--- config.mk ---
export PLATFORM = sky130hd
export DESIGN_NAME = quaternion_attitude_integrator_core
export DESIGN_NICKNAME = d
export VERILOG_FILES = /design/src/design/qai_pkg.sv /design/src/design/qai_mul.sv /design/src/design/qai_isqrt.sv /design/src/design/qai_div.sv /design/src/design/quaternion_attitude_integrator_core.sv
export SDC_FILE = /design/constraint.sdc
export NUM_CORES = 2
export LEC_CHECK = 0
export BUFFER_PORTS_ARGS = -buffer_cell sky130_fd_sc_hd__buf_4
export CAP_MARGIN = 20
export CORE_AREA = 2 2 527 267
export DETAILED_ROUTE_END_ITERATION = 10
export DIE_AREA = 0 0 529 269
export PLACE_DENSITY = 0.71
export SYNTH_ARGS = -nofsm -noshare
export SYNTH_HDL_FRONTEND = slang
export SYNTH_SLANG_ARGS = --single-unit
export TNS_END_PERCENT = 30
--- constraint.sdc ---
create_clock -name clk -period 16.8 [get_ports clk]
set_input_delay 3.36 -clock clk [delete_from_list [all_inputs] [get_ports clk]]
set_output_delay 3.36 -clock clk [all_outputs]
set_load 0.03 [all_outputs]
--- src/design/qai_pkg.sv ---
// Shared types and constants for the quaternion attitude integrator.
// Holds the unit status struct, operand widths and the product term table.
// No dependencies.
`default_nettype none

package qai_pkg;

  // Multiplicand width of the shared multiplier (rate product and its sign)
  localparam int unsigned MUL_A_W = 34;
  // Radicand and root widths of the square root unit
  localparam int unsigned RAD_W   = 64;
  localparam int unsigned ROOT_W  = 32;

  // Rate vector selects
  localparam logic [1:0] W_X = 2'd0;
  localparam logic [1:0] W_Y = 2'd1;
  localparam logic [1:0] W_Z = 2'd2;

  // Quaternion component selects
  localparam logic [1:0] Q_R = 2'd0;
  localparam logic [1:0] Q_I = 2'd1;
  localparam logic [1:0] Q_J = 2'd2;
  localparam logic [1:0] Q_K = 2'd3;

  typedef struct packed {
    logic busy;
    logic done;
  } unit_stat_t;

  typedef struct packed {
    logic [1:0] w_sel;
    logic [1:0] q_sel;
    logic       neg;
  } term_t;

  // One term of the product (0, w) * q: output component, term index
  function automatic term_t term_of(input logic [1:0] comp, input logic [1:0] term);
    term_t t;
    unique case ({comp, term})
      {Q_R, 2'd0}: t = '{W_X, Q_I, 1'b1};
      {Q_R, 2'd1}: t = '{W_Y, Q_J, 1'b1};
      {Q_R, 2'd2}: t = '{W_Z, Q_K, 1'b1};
      {Q_I, 2'd0}: t = '{W_X, Q_R, 1'b0};
      {Q_I, 2'd1}: t = '{W_Y, Q_K, 1'b0};
      {Q_I, 2'd2}: t = '{W_Z, Q_J, 1'b1};
      {Q_J, 2'd0}: t = '{W_Y, Q_R, 1'b0};
      {Q_J, 2'd1}: t = '{W_Z, Q_I, 1'b0};
      {Q_J, 2'd2}: t = '{W_X, Q_K, 1'b1};
      {Q_K, 2'd0}: t = '{W_Z, Q_R, 1'b0};
      {Q_K, 2'd1}: t = '{W_X, Q_J, 1'b0};
      {Q_K, 2'd2}: t = '{W_Y, Q_I, 1'b1};
      default:     t = '{W_X, Q_R, 1'b0};
    endcase
    return t;
  endfunction

endpackage

`default_nettype wire

--- src/design/qai_mul.sv ---
// Iterative signed shift-add multiplier, one multiplier bit per cycle.
// Depends on qai_pkg for the multiplicand width and status struct.
`default_nettype none

module qai_mul import qai_pkg::*; #(
  parameter int unsigned B_W = 17
) (
  input  wire logic                          clk,
  input  wire logic                          rst,
  input  wire logic                          start,
  input  wire logic signed [MUL_A_W-1:0]     a,
  input  wire logic signed [B_W-1:0]         b,
  output unit_stat_t                         stat,
  output logic signed [MUL_A_W+B_W-1:0]      prod
);

  localparam int unsigned P_W   = MUL_A_W + B_W;
  localparam int unsigned CNT_W = $clog2(B_W);

  logic signed [P_W-1:0] mcand;
  logic [B_W-1:0]        mplier;
  logic [CNT_W-1:0]      cnt;
  logic                  busy;
  logic                  done;
  logic                  last;

  assign last = (cnt == CNT_W'(B_W - 1));

  // Add one shifted partial product per cycle; the top bit weighs negative
  always_ff @(posedge clk) begin
    if (rst) begin
      busy <= 1'b0;
      done <= 1'b0;
    end else begin
      done <= 1'b0;
      if (start) begin
        busy   <= 1'b1;
        mcand  <= P_W'(a);
        mplier <= b;
        cnt    <= '0;
        prod   <= '0;
      end else if (busy) begin
        if (mplier[0]) begin
          prod <= last ? prod - mcand : prod + mcand;
        end
        mcand  <= mcand <<< 1;
        mplier <= mplier >> 1;
        cnt    <= cnt + 1'b1;
        if (last) begin
          busy <= 1'b0;
          done <= 1'b1;
        end
      end
    end
  end

  assign stat = '{busy: busy, done: done};

endmodule

`default_nettype wire

--- src/design/qai_isqrt.sv ---
// Iterative integer square root, one result bit per cycle.
// Depends on qai_pkg for widths and the status struct.
`default_nettype none

module qai_isqrt import qai_pkg::*; (
  input  wire logic              clk,
  input  wire logic              rst,
  input  wire logic              start,
  input  wire logic [RAD_W-1:0]  rad,
  output unit_stat_t             stat,
  output logic [ROOT_W-1:0]      root
);

  logic [RAD_W-1:0] v;
  logic [RAD_W-1:0] res;
  logic [4:0]       k;
  logic             busy;
  logic             done;
  logic [RAD_W-1:0] bitv;
  logic [RAD_W-1:0] trial;

  // Test bit walks down from bit 62 two places per step
  assign bitv  = RAD_W'(1) << (6'd62 - {k, 1'b0});
  assign trial = res + bitv;

  always_ff @(posedge clk) begin
    if (rst) begin
      busy <= 1'b0;
      done <= 1'b0;
    end else begin
      done <= 1'b0;
      if (start) begin
        busy <= 1'b1;
        v    <= rad;
        res  <= '0;
        k    <= '0;
      end else if (busy) begin
        if (v >= trial) begin
          v   <= v - trial;
          res <= (res >> 1) + bitv;
        end else begin
          res <= res >> 1;
        end
        k <= k + 1'b1;
        if (k == 5'd31) begin
          busy <= 1'b0;
          done <= 1'b1;
        end
      end
    end
  end

  assign stat = '{busy: busy, done: done};
  assign root = res[ROOT_W-1:0];

endmodule

`default_nettype wire

--- src/design/qai_div.sv ---
// Iterative restoring divider, one quotient bit per cycle.
// Depends on qai_pkg for the divisor width and status struct.
`default_nettype none

module qai_div import qai_pkg::*; #(
  parameter int unsigned NUM_W = 48
) (
  input  wire logic              clk,
  input  wire logic              rst,
  input  wire logic              start,
  input  wire logic [NUM_W-1:0]  num,
  input  wire logic [ROOT_W-1:0] den,
  output unit_stat_t             stat,
  output logic [NUM_W-1:0]       quot
);

  localparam int unsigned CNT_W = $clog2(NUM_W);

  logic [ROOT_W-1:0] rem;
  logic [ROOT_W-1:0] dvs;
  logic [NUM_W-1:0]  numsh;
  logic [CNT_W-1:0]  cnt;
  logic              busy;
  logic              done;
  logic [ROOT_W:0]   trial;
  logic [ROOT_W:0]   diff;
  logic              fits;

  assign trial = {rem, numsh[NUM_W-1]};
  assign diff  = trial - {1'b0, dvs};
  assign fits  = (trial >= {1'b0, dvs});

  // Shift in one dividend bit, subtract when the divisor fits
  always_ff @(posedge clk) begin
    if (rst) begin
      busy <= 1'b0;
      done <= 1'b0;
    end else begin
      done <= 1'b0;
      if (start) begin
        busy  <= 1'b1;
        rem   <= '0;
        dvs   <= den;
        numsh <= num;
        quot  <= '0;
        cnt   <= '0;
      end else if (busy) begin
        rem   <= fits ? diff[ROOT_W-1:0] : trial[ROOT_W-1:0];
        quot  <= {quot[NUM_W-2:0], fits};
        numsh <= numsh << 1;
        cnt   <= cnt + 1'b1;
        if (cnt == CNT_W'(NUM_W - 1)) begin
          busy <= 1'b0;
          done <= 1'b1;
        end
      end
    end
  end

  assign stat = '{busy: busy, done: done};

endmodule

`default_nettype wire

--- src/design/quaternion_attitude_integrator_core.sv ---
// Quaternion attitude integrator: sequencer, state registers and output stage.
// Depends on qai_pkg, qai_mul, qai_isqrt and qai_div.
//
// Usage: one input transaction (valid/ready) carries an action. A load sets
// the stored quaternion from the Q1.14 load fields. An integrate applies
// q += (0, rate*step) * q / 2, saturates, then renormalizes by an inverse
// square root; a squared norm below one LSB forces the real part to one and
// raises degenerate. Every transaction returns one result transaction with
// the stored quaternion in Q1.14.
// Sequence: a load goes through S_DONE to the output register. An integrate
// runs 19 multiplies on the shared shift-add multiplier
// (MB = max(COMPONENT_BITS, 17)), up to 24 normalizing shifts, one square
// root and four divides before S_DONE.
// One transaction is in flight at a time; in_ready is high only while idle.
// A finished result sits in the output register until taken; the next input
// may be accepted meanwhile, and its result waits if the receiver stalls.
// Reset (synchronous) sets the quaternion to (1, 0, 0, 0) and clears valid.
`default_nettype none

module quaternion_attitude_integrator_core import qai_pkg::*; #(
  parameter int unsigned COMPONENT_BITS = 16
) (
  input  wire logic               clk,
  input  wire logic               rst,
  input  wire logic               in_valid,
  output logic                    in_ready,
  input  wire logic               action,
  input  wire logic signed [15:0] rate_x,
  input  wire logic signed [15:0] rate_y,
  input  wire logic signed [15:0] rate_z,
  input  wire logic [15:0]        step_time,
  input  wire logic signed [15:0] load_real,
  input  wire logic signed [15:0] load_i,
  input  wire logic signed [15:0] load_j,
  input  wire logic signed [15:0] load_k,
  output logic                    out_valid,
  input  wire logic               out_ready,
  output logic signed [15:0]      out_real,
  output logic signed [15:0]      out_i,
  output logic signed [15:0]      out_j,
  output logic signed [15:0]      out_k,
  output logic                    degenerate
);

  localparam int unsigned C    = COMPONENT_BITS;
  localparam int unsigned FRAC = C - 2;
  localparam int unsigned MB   = (C > 17) ? C : 17;
  localparam int unsigned PW   = MUL_A_W + MB;
  localparam int unsigned AW   = PW + 2;
  localparam int unsigned NW   = 2 * C - 1;
  localparam int unsigned SH_W = 34;
  localparam int unsigned DW   = C + 32;
  localparam int unsigned DUP  = (C > 16) ? C - 16 : 0;
  localparam int unsigned DDN  = (C < 16) ? 16 - C : 0;

  localparam logic signed [C-1:0]  CMAX_C = {1'b0, {(C-1){1'b1}}};
  localparam logic signed [C-1:0]  CMIN_C = {1'b1, {(C-1){1'b0}}};
  localparam logic signed [C-1:0]  ONE_C  = {2'b01, {FRAC{1'b0}}};
  localparam logic signed [AW-1:0] HALF   = {{(AW-26){1'b0}}, 1'b1, 25'd0};
  localparam logic [NW-1:0]        N_MIN  = NW'(1) << (C - 4);
  localparam logic [RAD_W-1:0]     M_LOW  = RAD_W'(1) << 60;
  localparam logic [DW-1:0]        QMAX   = DW'(1) << (C - 1);
  localparam logic signed [47:0]   RND48  = 48'((64'd1 << DUP) >> 1);

  typedef enum logic [3:0] {
    S_IDLE, S_WMUL, S_PMUL, S_PSUM, S_SQ, S_NCHK, S_NORM, S_SQRT, S_DIV, S_DONE
  } state_t;

  state_t state;
  logic   issued;

  logic signed [C-1:0]  q  [4];
  logic signed [C-1:0]  qs [4];
  logic signed [15:0]   rate_x_r, rate_y_r, rate_z_r;
  logic [15:0]          step_r;
  logic signed [32:0]   w_x, w_y, w_z;
  logic [1:0]           comp;
  logic [1:0]           term_cnt;
  logic signed [AW-1:0] acc;
  logic [NW-1:0]        n;
  logic [RAD_W-1:0]     m;
  logic [5:0]           e;
  logic [ROOT_W-1:0]    r;
  logic                 degen;

  // Saturate a wide signed value to the component width
  function automatic logic signed [C-1:0] sat_c(input logic signed [AW-1:0] x);
    logic signed [AW-1:0] hi;
    logic signed [AW-1:0] lo;
    hi = AW'(CMAX_C);
    lo = AW'(CMIN_C);
    if (x > hi) return CMAX_C;
    if (x < lo) return CMIN_C;
    return x[C-1:0];
  endfunction

  // Convert a component to Q1.14, rounding half up and saturating
  function automatic logic signed [15:0] to_q14(input logic signed [C-1:0] x);
    logic signed [47:0] t;
    t = 48'(x);
    t = (t + RND48) >>> DUP;
    t = t <<< DDN;
    if (t > 48'sd32767) return 16'sh7fff;
    if (t < -48'sd32768) return 16'sh8000;
    return t[15:0];
  endfunction

  // Convert a Q1.14 load value to the component format
  function automatic logic signed [C-1:0] from_q14(input logic signed [15:0] x);
    logic signed [47:0] t;
    t = 48'(x);
    t = t <<< DUP;
    t = t >>> DDN;
    return t[C-1:0];
  endfunction

  // Shared unit connections
  unit_stat_t                mul_stat, sqrt_stat, div_stat;
  logic                      mul_start, sqrt_start, div_start;
  logic signed [MUL_A_W-1:0] mul_a;
  logic signed [MB-1:0]      mul_b;
  logic signed [PW-1:0]      mul_prod;
  logic [ROOT_W-1:0]         sqrt_root;
  logic [DW-1:0]             div_num;
  logic [DW-1:0]             div_quot;

  term_t                term;
  logic [1:0]           q_sel;
  logic signed [C-1:0]  q_rd;
  logic signed [C-1:0]  qs_rd;
  logic signed [32:0]   w_rd;
  logic signed [15:0]   rate_rd;
  logic signed [AW-1:0] pterm;
  logic signed [AW-1:0] delta;
  logic signed [AW-1:0] psum;
  logic [C-1:0]         magc;
  logic [SH_W-1:0]      div_sh;
  logic [C-1:0]         qm;
  logic signed [C-1:0]  div_val;

  assign term  = term_of(comp, term_cnt);
  assign q_sel = (state == S_PSUM) ? comp : term.q_sel;
  assign q_rd  = q[q_sel];
  assign qs_rd = qs[comp];

  // Select the rate vector component for the current term
  always_comb begin
    case (term.w_sel)
      W_X:     w_rd = w_x;
      W_Y:     w_rd = w_y;
      default: w_rd = w_z;
    endcase
  end

  always_comb begin
    case (comp)
      W_X:     rate_rd = rate_x_r;
      W_Y:     rate_rd = rate_y_r;
      default: rate_rd = rate_z_r;
    endcase
  end

  // Route operands to the shared multiplier
  always_comb begin
    case (state)
      S_WMUL: begin
        mul_a = MUL_A_W'(rate_rd);
        mul_b = MB'($signed({1'b0, step_r}));
      end
      S_PMUL: begin
        mul_a = MUL_A_W'(w_rd);
        mul_b = MB'(q_rd);
      end
      S_SQ: begin
        mul_a = MUL_A_W'(qs_rd);
        mul_b = MB'(qs_rd);
      end
      default: begin
        mul_a = '0;
        mul_b = '0;
      end
    endcase
  end

  assign mul_start  = !issued && !mul_stat.busy &&
                      (state == S_WMUL || state == S_PMUL || state == S_SQ);
  assign sqrt_start = !issued && !sqrt_stat.busy && (state == S_SQRT);
  assign div_start  = !issued && !div_stat.busy && (state == S_DIV);

  // Product term divided by four, rounding down, and the rounded half sum
  assign pterm = AW'(mul_prod >>> 2);
  assign delta = (acc + HALF) >>> 26;
  assign psum  = AW'(q_rd) + delta;

  // Dividend for the normalizing divide
  assign magc    = qs_rd[C-1] ? C'(-qs_rd) : C'(qs_rd);
  assign div_sh  = SH_W'(magc) << e;
  assign div_num = (DW'(div_sh) << (FRAC - 1)) + DW'(r >> 1);
  assign qm      = (div_quot > QMAX) ? QMAX[C-1:0] : div_quot[C-1:0];
  assign div_val = (!qs_rd[C-1] && qm == QMAX[C-1:0]) ? CMAX_C :
                   (qs_rd[C-1] ? -$signed(qm) : $signed(qm));

  qai_mul #(.B_W(MB)) u_mul (
    .clk   (clk),
    .rst   (rst),
    .start (mul_start),
    .a     (mul_a),
    .b     (mul_b),
    .stat  (mul_stat),
    .prod  (mul_prod)
  );

  qai_isqrt u_isqrt (
    .clk   (clk),
    .rst   (rst),
    .start (sqrt_start),
    .rad   (m),
    .stat  (sqrt_stat),
    .root  (sqrt_root)
  );

  qai_div #(.NUM_W(DW)) u_div (
    .clk   (clk),
    .rst   (rst),
    .start (div_start),
    .num   (div_num),
    .den   (r),
    .stat  (div_stat),
    .quot  (div_quot)
  );

  assign in_ready = (state == S_IDLE);

  // Sequencer, quaternion state and output register
  always_ff @(posedge clk) begin
    if (rst) begin
      state     <= S_IDLE;
      issued    <= 1'b0;
      out_valid <= 1'b0;
      q[0]      <= ONE_C;
      q[1]      <= '0;
      q[2]      <= '0;
      q[3]      <= '0;
    end else begin
      // Drop valid once taken, unless a new result loads this cycle
      if (out_valid && out_ready && state != S_DONE) begin
        out_valid <= 1'b0;
      end
      unique case (state)
        S_IDLE: begin
          if (in_valid) begin
            if (action) begin
              q[0]  <= from_q14(load_real);
              q[1]  <= from_q14(load_i);
              q[2]  <= from_q14(load_j);
              q[3]  <= from_q14(load_k);
              degen <= 1'b0;
              state <= S_DONE;
            end else begin
              rate_x_r <= rate_x;
              rate_y_r <= rate_y;
              rate_z_r <= rate_z;
              step_r   <= step_time;
              comp     <= '0;
              state    <= S_WMUL;
            end
          end
        end
        S_WMUL: begin
          if (!issued) begin
            issued <= 1'b1;
          end else if (mul_stat.done) begin
            issued <= 1'b0;
            case (comp)
              W_X:     w_x <= mul_prod[32:0];
              W_Y:     w_y <= mul_prod[32:0];
              default: w_z <= mul_prod[32:0];
            endcase
            if (comp == W_Z) begin
              comp     <= '0;
              term_cnt <= '0;
              acc      <= '0;
              state    <= S_PMUL;
            end else begin
              comp <= comp + 1'b1;
            end
          end
        end
        S_PMUL: begin
          if (!issued) begin
            issued <= 1'b1;
          end else if (mul_stat.done) begin
            issued <= 1'b0;
            acc    <= term.neg ? acc - pterm : acc + pterm;
            if (term_cnt == 2'd2) begin
              term_cnt <= '0;
              state    <= S_PSUM;
            end else begin
              term_cnt <= term_cnt + 1'b1;
            end
          end
        end
        S_PSUM: begin
          qs[comp] <= sat_c(psum);
          acc      <= '0;
          if (comp == Q_K) begin
            comp  <= '0;
            n     <= '0;
            state <= S_SQ;
          end else begin
            comp  <= comp + 1'b1;
            state <= S_PMUL;
          end
        end
        S_SQ: begin
          if (!issued) begin
            issued <= 1'b1;
          end else if (mul_stat.done) begin
            issued <= 1'b0;
            n      <= n + mul_prod[NW+1:2];
            if (comp == Q_K) begin
              state <= S_NCHK;
            end else begin
              comp <= comp + 1'b1;
            end
          end
        end
        S_NCHK: begin
          if (n < N_MIN) begin
            q[0]  <= ONE_C;
            q[1]  <= qs[1];
            q[2]  <= qs[2];
            q[3]  <= qs[3];
            degen <= 1'b1;
            state <= S_DONE;
          end else begin
            m     <= RAD_W'(n);
            e     <= '0;
            state <= S_NORM;
          end
        end
        S_NORM: begin
          // Scale the norm up by fours until it reaches the root unit's range
          if (m < M_LOW) begin
            m <= m << 2;
            e <= e + 1'b1;
          end else begin
            state <= S_SQRT;
          end
        end
        S_SQRT: begin
          if (!issued) begin
            issued <= 1'b1;
          end else if (sqrt_stat.done) begin
            issued <= 1'b0;
            r      <= sqrt_root;
            comp   <= '0;
            state  <= S_DIV;
          end
        end
        S_DIV: begin
          if (!issued) begin
            issued <= 1'b1;
          end else if (div_stat.done) begin
            issued  <= 1'b0;
            q[comp] <= div_val;
            if (comp == Q_K) begin
              degen <= 1'b0;
              state <= S_DONE;
            end else begin
              comp <= comp + 1'b1;
            end
          end
        end
        S_DONE: begin
          // Hold the result until the output register is free
          if (!out_valid || out_ready) begin
            out_real   <= to_q14(q[0]);
            out_i      <= to_q14(q[1]);
            out_j      <= to_q14(q[2]);
            out_k      <= to_q14(q[3]);
            degenerate <= degen;
            out_valid  <= 1'b1;
            state      <= S_IDLE;
          end
        end
        default: state <= S_IDLE;
      endcase
    end
  end

endmodule

`default_nettype wire

==> flow_metrics.py <==
metrics = {
    "synthesis": {
        "synthCells": 6099,
        "synth_cell_types": 95,
        "netlist_area_um2": 61700,
        "synth_edf_count": 970,
        "synthesis.nets": 6599,
        "synth_area_per_cell_um2": 10.1,
        "synth-seq-area-share_pct": 47.6,
        "ys_ff_latch": 984,
        "synth_ff_type": "edfxtp_1",
        "ys_async_sr_fraction_pct": 0,
        "yosysWarnings": 0,
    },
    "outcome": {
        "status": "finished, final reports clean",
    },
    "hold_path": {
        "hold_end": "out_i[10]$_SDFFCE_PN1P_",
        "hp-class": "flop to flop",
        "whs_path_depth": 0,
        "min-delay-start": "q[1][10]$_DFFE_PP_",
    },
    "worst_setup_path": {
        "worstSetupStartpointType": "flop",
        "r2r_cells": 30,
        "cp_max_fo": 35,
        "end_kind": "flop",
        "rr_endpoint": "u_isqrt.v[58]$_DFFE_PP_",
        "slowest_delay_ns": 0.82,
        "reg2reg_slack_ns": 7.54,
        "r2r_start": "u_isqrt.k[3]$_SDFFCE_PP0P_",
        "criticalPathCategory": "flop to flop",
        "cp.arrival_ns": 9.60,
        "crit_path_top_delay_cell": "a21oi_4",
        "crit_required_ns": 17.14,
        "crit_path_frequent_cell": "nor2_1",
    },
    "grt": {
        "grt_first_pass_wirelength_um": 276000,
        "busiest_layer": "met1",
        "use_met2_pct": 31.6,
        "antenna_found_initial": 6,
        "grt_max_degree": 103,
        "met3_usage_pct": 8.45,
        "use_met1_pct": 40.2,
        "grt_pass1_vias": 44800,
        "grt_usage_pct": 25.1,
        "gr-total-overflow": 0,
    },
    "timing": {
        "finalCritPeriodShare_pct": 55.1,
        "finalSetupViolCount": 0,
        "hold_violations": 0,
        "rsz0062_at_grt": "no",
        "tightest_slew_ns": 1.34,
        "whs_ns": 0.450,
        "fmax_mhz": 108,
        "max_slew_margin_pct": 9.60,
        "period_needed_ns": 9.26,
        "finalSetupTns_ns": 0,
        "skew_ns": 0.0463,
        "drv_slew": 0,
    },
    "route": {
        "vias": 49500,
        "route.detailed.drc": 0,
        "drt_iter0_markers": 7746,
        "drt_wl_total_um": 184000,
        "viasPerCell": 6.15,
        "avgRoutedWirePerCell_um": 22.8,
        "postRouteAntennaNets": 0,
        "drtPass1Iterations": 10,
    },
    "cells_and_area": {
        "final_common_cell": "edfxtp_1",
        "nNetsFinal": 6648,
        "fillCellCount": 12400,
        "final_util_pct": 49.3,
        "final_cell_mix": "edfxtp_1, nand2_1, nor2_1",
        "area_growth_pct": 10.5,
        "final_cells": 8055,
        "drive_gt1_share_pct": 8.77,
    },
    "power": {
        "netSwitchingFraction_pct": 41.6,
        "comb_power_share_pct": 46.6,
        "p_clk_share_pct": 20.1,
        "pwr-share-seq_pct": 33.3,
        "ir_worst_vdd_mv": 0.107,
        "p_int_mw": 6.50,
        "leakage_nw": 26.2,
        "powerDensity_nw_per_um2": 163,
        "p_switching_mw": 4.62,
    },
    "floorplanning": {
        "die_y_um": 269,
        "initial_core_util_pct": 44.6,
        "num_rows": 97,
        "core-area_um2": 138000,
        "die_area_um2": 142000,
        "die_w_um": 529,
        "num_io_pins": 200,
    },
    "place": {
        "place_congestion": 0.990,
        "hpwl_um": 135000,
        "dpl.cell_count": 7882,
        "io_buffers": 199,
    },
    "clock_network": {
        "htreeDepth": 3,
        "numCtsBuffers": 93,
        "cts_resized": 0,
        "tritoncts": "built",
        "ctsHoldBuffers": 0,
        "clk_latency_ns": 0.73,
        "clkTransAtPathRegs_ns": 0.07,
        "clock-sinks": 984,
        "clockRootBuffer": "clkbuf_16",
        "clk_path_buf_depth": 3,
        "post_cts_buffers": 0,
    },
    "run": {
        "max_cap_violations": 0,
    },
}
==> through the flow <==
stage,setup WS [ns],area [um2],total power [mW]
final,7.54,68200,11.1
after global routing,6.87,68200,11.8
after CTS,7.79,68200,11.0
after detailed placement,7.80,65000,8.74
after global placement,8.05,65000,8.61
after floorplan,6.77,61700,7.36
==> worst max path at each step <==
stage	start	endpoint	slack (ns)
after floorplan	rst	u_div.busy$_SDFF_PP0_	6.77
after global placement	u_isqrt.k[3]$_SDFFCE_PP0P_	u_isqrt.v[62]$_DFFE_PP_	8.05
after detailed placement	u_isqrt.k[3]$_SDFFCE_PP0P_	u_isqrt.v[58]$_DFFE_PP_	7.80
after CTS	u_isqrt.k[3]$_SDFFCE_PP0P_	u_isqrt.v[58]$_DFFE_PP_	7.79
after global routing	u_isqrt.k[3]$_SDFFCE_PP0P_	u_isqrt.v[58]$_DFFE_PP_	6.87
final	u_isqrt.k[3]$_SDFFCE_PP0P_	u_isqrt.v[58]$_DFFE_PP_	7.54
==> layer usage <==
metal	routed length, um	part of all wire [%]
met1	86000	47
met2	67400	37
met3	26300	14
met4	3550	1.9
met5	158	0.086
==> worst max-delay path: cells and delay by family, from the launching register on <==
kind | cells | cell delay (ns)
AO/OA/AOI/OAI | 14 | 4.62
AND/OR/NAND/NOR | 11 | 1.87
buffers and inverters | 2 | 0.82
flip-flops | 1 | 0.69
adder cells (fa/ha/maj) | 2 | 0.64
XOR/XNOR | 1 | 0.15
==> cells by family after synthesis <==
logic type	synth area share, %
muxes	2.86
DFF	47.6
AOI/OAI and AO/OA	16.8
xor gates and xnor gates	7.15
adders and majority gates	7.55
and+or+nand+nor	14.9
buffers and inverters	3.13
==> state kept, by name, summed over array words and instances (netlist names), 48 cells and up, named ones only <==
signal	flops
m	64
u_isqrt.v	64
q	64
u_mul.prod	51
u_mul.mcand	51
u_div.quot	48
acc	53
u_isqrt.res	64
qs	64
u_div.numsh	48
==> area by class of cell <==
class	instances	area, um2	area share (%)
tap	1831	2290	3.36
antenna	1	2.50	0.00367
multi-input combinational	4609	30600	44.9
timing repair buffer	269	2020	2.96
inverter	191	717	1.05
sequential	984	29400	43.1
clock buffer	111	2420	3.56
clock inverter	59	727	1.07
==> power groups by stage <==
stage	logic (mW)	registers (mW)	clock network (mW)
detailed placement	5.00	3.74	0
floorplan	3.78	3.58	0
global route	5.68	3.74	2.35
finish	5.19	3.71	2.23
global placement	4.88	3.72	0
CTS	5.05	3.69	2.26
==> synth_stat cells, drive strengths merged, types with 15 or more instances <==
cell type	n	area [um2]
nor2b	61	382
xor2	262	2290
a222oi	32	320
a211oi	67	503
o21a	51	383
and2	122	763
o22ai	18	119
nand2b	60	375
o21bai	60	450
or4	15	116
nor4	42	299
xnor2	242	2120
clkbuf	287	1080
a31o	22	193
inv	188	706
mux4	20	450
ha	360	4500
buf	28	141
nand4	49	322
a21oi	478	2400
o21ai	355	1780
nand3	95	475
a22o	35	307
o211ai	22	165
nor3b	17	128
nor2	618	2320
mux2i	103	1030
nor3	103	526
and3	58	368
nand2	624	2340
o31ai	50	375
mux2	25	282
a21o	167	1250
a31oi	78	488
edfxtp	970	29100
o41ai	18	165
or3	47	299
a22oi	23	173
a221oi	24	216
and4	17	149
Power figures use the tool's default switching activity.
